<file path="src/sv/rpp_pkg.sv">
// ----------------------------------------------------------------------------
// rpp_pkg
// shared geometry, codes, payload and control types of the pixel plot frame buffer
// ----------------------------------------------------------------------------
package rpp_pkg;

    // panel geometry
    localparam int ROWS      = 200;
    localparam int COLUMNS   = 200;
    localparam int ROW_BYTES = (COLUMNS + 7) / 8;
    localparam int MEM_BYTES = ROWS * ROW_BYTES;

    localparam int ROW_W  = $clog2(ROWS);
    localparam int COL_W  = $clog2(COLUMNS);
    localparam int ADDR_W = $clog2(MEM_BYTES);
    localparam int RB_W   = $clog2(ROW_BYTES + 1);

    // item field widths
    localparam int OP_W    = 2;
    localparam int COORD_W = 10;
    localparam int COLOR_W = 2;

    // op codes
    localparam logic [OP_W-1:0] OP_PLOT  = 2'd0;
    localparam logic [OP_W-1:0] OP_READ  = 2'd1;
    localparam logic [OP_W-1:0] OP_CLEAR = 2'd2;

    // colour codes
    localparam logic [COLOR_W-1:0] COL_BLACK = 2'd0;
    localparam logic [COLOR_W-1:0] COL_WHITE = 2'd1;
    localparam logic [COLOR_W-1:0] COL_GREY  = 2'd2;

    // configuration register indexes
    localparam int CFG_IDX_W  = 1;
    localparam int CFG_DATA_W = 2;
    localparam logic [CFG_IDX_W-1:0] CFG_ORIENT = 1'b0;
    localparam logic [CFG_IDX_W-1:0] CFG_INVERT = 1'b1;

    // fill bytes
    localparam logic [7:0] FILL_BYTE_ZERO = 8'h00;
    localparam logic [7:0] FILL_BYTE_ONES = 8'hff;
    localparam logic [7:0] FILL_BYTE_EVEN = 8'h55;
    localparam logic [7:0] FILL_BYTE_ODD  = 8'haa;

    typedef enum logic [1:0] {
        FILL_ZERO,
        FILL_ONES,
        FILL_GREY
    } t_fill;

    typedef struct packed {
        logic [OP_W-1:0]    op;
        logic [COORD_W-1:0] coord_x;
        logic [COORD_W-1:0] coord_y;
        logic [COLOR_W-1:0] colour_code;
    } t_in_item;

    typedef struct packed {
        logic in_range;
        logic pixel_colour;
    } t_out_item;

    // controller to datapath
    typedef struct packed {
        logic load;      // capture accepted item
        logic map;       // issue frame read at mapped address
        logic mod_wr;    // read-modify-write and result capture
        logic sweep_en;  // write one fill byte and advance
        logic res_load;  // capture result without a pixel access
    } t_ctl_cmd;

    // datapath to controller
    typedef struct packed {
        logic sweep_last;
    } t_ctl_sts;

endpackage

</file>
<file path="src/sv/rpp_ctrl.sv">
// ----------------------------------------------------------------------------
// rpp_ctrl
// sequencer for reset clearing, pixel read-modify-write and frame fill
// ----------------------------------------------------------------------------
module rpp_ctrl (
    input  logic                     i_clk,
    input  logic                     i_rst_n,
    input  logic                     i_in_valid,
    input  logic [rpp_pkg::OP_W-1:0] i_in_op,
    input  logic                     i_out_ready,
    input  rpp_pkg::t_ctl_sts        i_sts,
    output rpp_pkg::t_ctl_cmd        o_cmd,
    output logic                     o_in_ready,
    output logic                     o_out_valid
);
    import rpp_pkg::*;

    typedef enum logic [2:0] {
        ST_INIT,
        ST_IDLE,
        ST_MAP,
        ST_MOD,
        ST_SWEEP,
        ST_RESP
    } t_state;

    t_state r_state, n_state;
    logic   r_out_valid, n_out_valid;
    logic   out_free;

    assign out_free = !r_out_valid || i_out_ready;

    always_comb begin
        n_state     = r_state;
        o_cmd       = '0;
        n_out_valid = r_out_valid && !i_out_ready;
        case (r_state)
            ST_INIT: begin
                o_cmd.sweep_en = 1'b1;
                if (i_sts.sweep_last) begin
                    n_state = ST_IDLE;
                end
            end
            ST_IDLE: begin
                if (i_in_valid) begin
                    o_cmd.load = 1'b1;
                    n_state    = (i_in_op == OP_CLEAR) ? ST_SWEEP : ST_MAP;
                end
            end
            ST_MAP: begin
                o_cmd.map = 1'b1;
                n_state   = ST_MOD;
            end
            ST_MOD: begin
                // hold the read data until the result slot frees up
                if (out_free) begin
                    o_cmd.mod_wr = 1'b1;
                    n_out_valid  = 1'b1;
                    n_state      = ST_IDLE;
                end
            end
            ST_SWEEP: begin
                o_cmd.sweep_en = 1'b1;
                if (i_sts.sweep_last) begin
                    n_state = ST_RESP;
                end
            end
            ST_RESP: begin
                if (out_free) begin
                    o_cmd.res_load = 1'b1;
                    n_out_valid    = 1'b1;
                    n_state        = ST_IDLE;
                end
            end
            default: begin
                n_state = ST_IDLE;
            end
        endcase
    end

    always_ff @(posedge i_clk) begin
        if (!i_rst_n) begin
            r_state     <= ST_INIT;
            r_out_valid <= 1'b0;
        end else begin
            r_state     <= n_state;
            r_out_valid <= n_out_valid;
        end
    end

    assign o_in_ready  = (r_state == ST_IDLE);
    assign o_out_valid = r_out_valid;

endmodule

</file>
<file path="config.mk">
export PLATFORM = sky130hd
export DESIGN_NAME = rpp_ctrl
export DESIGN_NICKNAME = d
export VERILOG_FILES = /design/src/sv/rpp_pkg.sv /design/src/sv/rpp_ctrl.sv
export SDC_FILE = /design/constraint.sdc
export NUM_CORES = 1
export LEC_CHECK = 0
export ABC_AREA = 1
export BUFFER_PORTS_ARGS = -buffer_cell sky130_fd_sc_hd__buf_4
export CAP_MARGIN = 10
export CORE_AREA = 5 5 42 44
export CTS_BUF_LIST = sky130_fd_sc_hd__clkbuf_4
export CTS_CLUSTER_DIAMETER = 40
export DETAILED_ROUTE_END_ITERATION = 6
export DIE_AREA = 0 0 47 49
export REMOVE_ABC_BUFFERS = 1
export SYNTH_ARGS = -nofsm -noshare
export SYNTH_HDL_FRONTEND = slang
export SYNTH_SLANG_ARGS = --single-unit
</file>
<file path="constraint.sdc">
create_clock -name i_clk -period 3.6 [get_ports i_clk]
set_clock_uncertainty 0.2 [all_clocks]
set_input_delay 0.54 -clock i_clk [delete_from_list [all_inputs] [get_ports i_clk]]
set_output_delay 0.54 -clock i_clk [all_outputs]
set_load 0.005 [all_outputs]
</file>
==> flow_summary.html <==
<table>
<tr><th>Metric</th><th>Value</th></tr>
<tr><th colspan="2">Route</th></tr>
<tr><td>Number of nets still failing antenna checks after routing</td><td>0</td></tr>
<tr><td>Routed wire length</td><td>583 um</td></tr>
<tr><td>Number of detailed-route iterations in the first pass</td><td>2</td></tr>
<tr><td>Via/cell ratio</td><td>3.88</td></tr>
<tr><td>Routed vias</td><td>a little over 300</td></tr>
<tr><td>Post-detailed-route wirelength per cell</td><td>around 7.5 um</td></tr>
<tr><td>Remaining DRCs</td><td>0</td></tr>
<tr><td>Number of DRC markers after the initial detailed-route iteration</td><td>1</td></tr>
<tr><th colspan="2">Layout</th></tr>
<tr><td>Antenna diodes</td><td>0</td></tr>
<tr><td>Area growth from synthesis to final layout</td><td>51.4%</td></tr>
<tr><td>Final core utilization</td><td>0.295</td></tr>
<tr><td>Fin nets</td><td>71</td></tr>
<tr><td>Proportion of layout cells with a drive suffix above 1</td><td>0.371</td></tr>
<tr><th colspan="2">Clock tree</th></tr>
<tr><td>TritonCTS buffer count</td><td>3</td></tr>
<tr><td>Clock transition time at the flip-flop clock pins of the worst setup and hold paths</td><td>about 0.040 ns</td></tr>
<tr><td>Buffer depth of the longest clock path</td><td>2</td></tr>
<tr><td>CTS tree</td><td>yes</td></tr>
<tr><td>CTS Sinks</td><td>4</td></tr>
<tr><td>Cts-stage hold buffer count</td><td>0</td></tr>
<tr><td>Post-CTS repair timing setup buffer count</td><td>0</td></tr>
<tr><td>Post-cts resize count</td><td>0</td></tr>
<tr><td>Latest clock arrival within the worst-skew pair</td><td>between 0.2 and 0.25 ns</td></tr>
<tr><td>Root buffer selected by CTS</td><td>clkbuf_4</td></tr>
<tr><td>Number of H-tree branching levels</td><td>1</td></tr>
<tr><th colspan="2">Min path</th></tr>
<tr><td>Start point of the worst hold path</td><td>r_state[2]$_SDFFE_PN0P_</td></tr>
<tr><td>Class of the tightest hold or removal check</td><td>flip-flop to flip-flop</td></tr>
<tr><td>Capture endpoint of the worst hold path</td><td>r_state[2]$_SDFFE_PN0P_</td></tr>
<tr><td>Worst hold path cell count</td><td>2</td></tr>
<tr><th colspan="2">Synthesis</th></tr>
<tr><td>Yosys top cell by area</td><td>dfxtp_1</td></tr>
<tr><td>Post-synthesis compound-gate area fraction</td><td>0.0550</td></tr>
<tr><td>Avg Cell Area, Syn</td><td>around 5.9 um^2</td></tr>
<tr><td>Fraction of synthesized cell area taken by the top area cell type</td><td>0.294</td></tr>
<tr><td>Cells taking the most area after synthesis</td><td>dfxtp_1 (29%), inv_1 (12%), nor2_1 (12%)</td></tr>
<tr><td>Main combinational cell family by area after synthesis</td><td>simple AND/OR/NAND/NOR gates</td></tr>
<tr><td>Post-Synth XOR/XNOR Area</td><td>0</td></tr>
<tr><td>Warnings from Yosys</td><td>0</td></tr>
<tr><td>Sequential element share of the synthesized area</td><td>0.294</td></tr>
<tr><td>Netlist cell types</td><td>13</td></tr>
<tr><td>Number of flip-flops and latches in the synthesized netlist</td><td>4</td></tr>
<tr><td>Post-synthesis instance area</td><td>273 um^2</td></tr>
<tr><td>Adder-cell area share of the yosys netlist</td><td>0</td></tr>
<tr><td>Share of synthesized area spent on multiplexers</td><td>0</td></tr>
<tr><td>Post-synthesis instance total</td><td>46</td></tr>
<tr><td>Fraction of the mapped netlist area in simple logic gates</td><td>0.500</td></tr>
<tr><th colspan="2">STA</th></tr>
<tr><td>Worst Max-Slew Pin Slew</td><td>0.212 ns</td></tr>
<tr><td>Min Clock Period, post-route</td><td>1.80 ns</td></tr>
<tr><td>Period Utilization, post-route</td><td>0.499</td></tr>
<tr><td>RSZ-0062 raised after global routing</td><td>no</td></tr>
<tr><td>PnR worst setup slack</td><td>1.80 ns</td></tr>
<tr><td>Pins over their slew limit</td><td>0</td></tr>
<tr><td>Setup total negative slack</td><td>0 ns</td></tr>
<tr><td>Maximum clock frequency</td><td>557 MHz</td></tr>
<tr><td>Setup-violating endpoint count in the final report</td><td>0</td></tr>
<tr><td>Worst hold slack</td><td>0.324 ns</td></tr>
<tr><td>Relative slew slack</td><td>0.858</td></tr>
<tr><td>Final count of hold timing violations</td><td>0</td></tr>
<tr><th colspan="2">Global route</th></tr>
<tr><td>Total gr overflow</td><td>0</td></tr>
<tr><td>Maximum number of pins on one net before global-route repair</td><td>6</td></tr>
<tr><td>Via count of the first global-routing pass</td><td>300</td></tr>
<tr><td>Overall global routing resource usage</td><td>0.0669</td></tr>
<tr><td>Antenna violations before repair</td><td>0</td></tr>
<tr><td>Global-route wire length before repair</td><td>1120 um</td></tr>
<tr><th colspan="2">Critical path</th></tr>
<tr><td>Arr. time, crit path</td><td>1.06 ns</td></tr>
<tr><td>Category of the critical setup timing path</td><td>flip-flop to output port</td></tr>
<tr><td>Worst reg-to-reg path cell count</td><td>6</td></tr>
<tr><td>Register-to-register setup slack</td><td>2.37 ns</td></tr>
<tr><td>Kind of capture point of the worst setup path</td><td>output port</td></tr>
<tr><td>Crit-path max FO</td><td>5</td></tr>
<tr><td>Worst EP required</td><td>2.86 ns</td></tr>
<tr><td>Critical R2R Capture</td><td>r_state[1]$_SDFFE_PN0P_</td></tr>
<tr><td>Reg-to-reg critical path startpoint</td><td>r_state[1]$_SDFFE_PN0P_</td></tr>
<tr><td>Kind of start point of the critical path</td><td>flip-flop</td></tr>
<tr><th colspan="2">Floorplanning</th></tr>
<tr><td>Floorplan core area</td><td>1400 um^2</td></tr>
<tr><td>Number of top-level pins</td><td>14</td></tr>
<tr><td>Area enclosed by the die boundary</td><td>2300 um^2</td></tr>
<tr><td>Number of core rows</td><td>14</td></tr>
<tr><td>Die Span X</td><td>around 47 um</td></tr>
<tr><td>Die height</td><td>49 um</td></tr>
<tr><td>Initial Utilization</td><td>0.195</td></tr>
<tr><th colspan="2">Place</th></tr>
<tr><td>Detail Placement HPWL</td><td>509 um</td></tr>
<tr><td>Placer's final routability congestion estimate</td><td>0.730</td></tr>
<tr><td>Post-placement worst setup slack</td><td>1.81 ns</td></tr>
<tr><td>Port buffer count</td><td>13</td></tr>
<tr><th colspan="2">Outcome</th></tr>
<tr><td>Result of the run</td><td>finished clean</td></tr>
<tr><th colspan="2">Power</th></tr>
<tr><td>Standby leakage power</td><td>roughly 0.25 nW</td></tr>
<tr><td>Power per cell area</td><td>450 nW/um^2</td></tr>
<tr><td>Worst supply voltage drop on vdd</td><td>0.000160 V</td></tr>
<tr><th colspan="2">Flow run</th></tr>
<tr><td>Max-Cap Viols</td><td>0</td></tr>
</table>
## cell families (layout without fill, tap and decap cells)
group | after synthesis | count (layout)
AO/OA/AOI/OAI | 3 | 3
buffers and inverters | 11 | 27
flip-flops | 4 | 4
AND/OR/NAND/NOR | 28 | 28
## layout make-up
| type | count | area (um^2) |
|---|---|---|
| clock buffers | 3 | 22.5 |
| well taps | 16 | 20.0 |
| inverters | 11 | 41.3 |
| multi-input cells | 31 | 151 |
| repair buffers | 13 | 97.6 |
| flip-flops and latches | 4 | 80.1 |
| fillers | 183 | 988 |
## placed cells by master (no fill, tap or decap)
master     n
a21oi_1    2
buf_4     13
clkbuf_4   3
dfxtp_1    4
inv_1      9
inv_2      2
nand2_1    8
nand2_2    1
nand3_1    5
nand3_2    1
nor2_1     9
nor2_2     2
nor2_4     1
nor3b_1    1
o21ai_0    1
## layer usage
| layer | routed length [um] | track usage |
|---|---|---|
| met1 | 213 | 0.0681 |
| met2 | 349 | 0.104 |
| met4 | 0 | 0.0691 |
| met5 | 0 | 0 |
| met3 | 21 | 0.0111 |
## worst max path at each step
stage          cells past startpoint       end  slack [ns]               startpoint
2_1_floorplan                      2  o_cmd[0]        2.08              i_out_ready
3_3_place_gp                       4  o_cmd[2]        1.83              i_out_ready
3_5_place_dp                       4  o_cmd[2]        1.81              i_out_ready
4_1_cts                            4  o_cmd[4]        1.79  r_state[1]$_SDFFE_PN0P_
5_1_grt                            4  o_cmd[4]        1.70  r_state[1]$_SDFFE_PN0P_
6_report                           4  o_cmd[4]        1.80  r_state[1]$_SDFFE_PN0P_
## synthesized netlist by cell type
cell / count
inv_1: 9
nor2_1: 9
nand2_1: 8
nand3_1: 5
dfxtp_1: 4
a21oi_1: 2
inv_2: 2
nor2_2: 2
nand2_2: 1
nand3_2: 1
nor2_4: 1
nor3b_1: 1
o21ai_0: 1
## where the power goes
group	total [W]	switching, W	internal (W)
combinational	0.0000738	0.0000382	0.0000356
sequential	0.0000589	0.00000685	0.0000520
clock	0.0000533	0.0000162	0.0000371
## worst max-delay path, stage by stage (launching register included)
cell     delay, ns
dfxtp_1       0.33
inv_2         0.09
nand3_2       0.13
nor2_1        0.15
buf_4         0.13
## flip-flops by register name, indices dropped and copies added (netlist names)
register and cells:
o_out_valid 1, r_state 3
## per-stage QoR
stage	cell area, um^2	std cells	power [W]
4_1_cts	413	78	0.000191
3_3_place_gp	390	75	0.000134
5_1_grt	413	78	0.000208
2_1_floorplan	273	46	0.000105
6_report	413	78	0.000186
3_5_place_dp	390	75	0.000134
No activity file was read; power rests on OpenSTA's default activity.
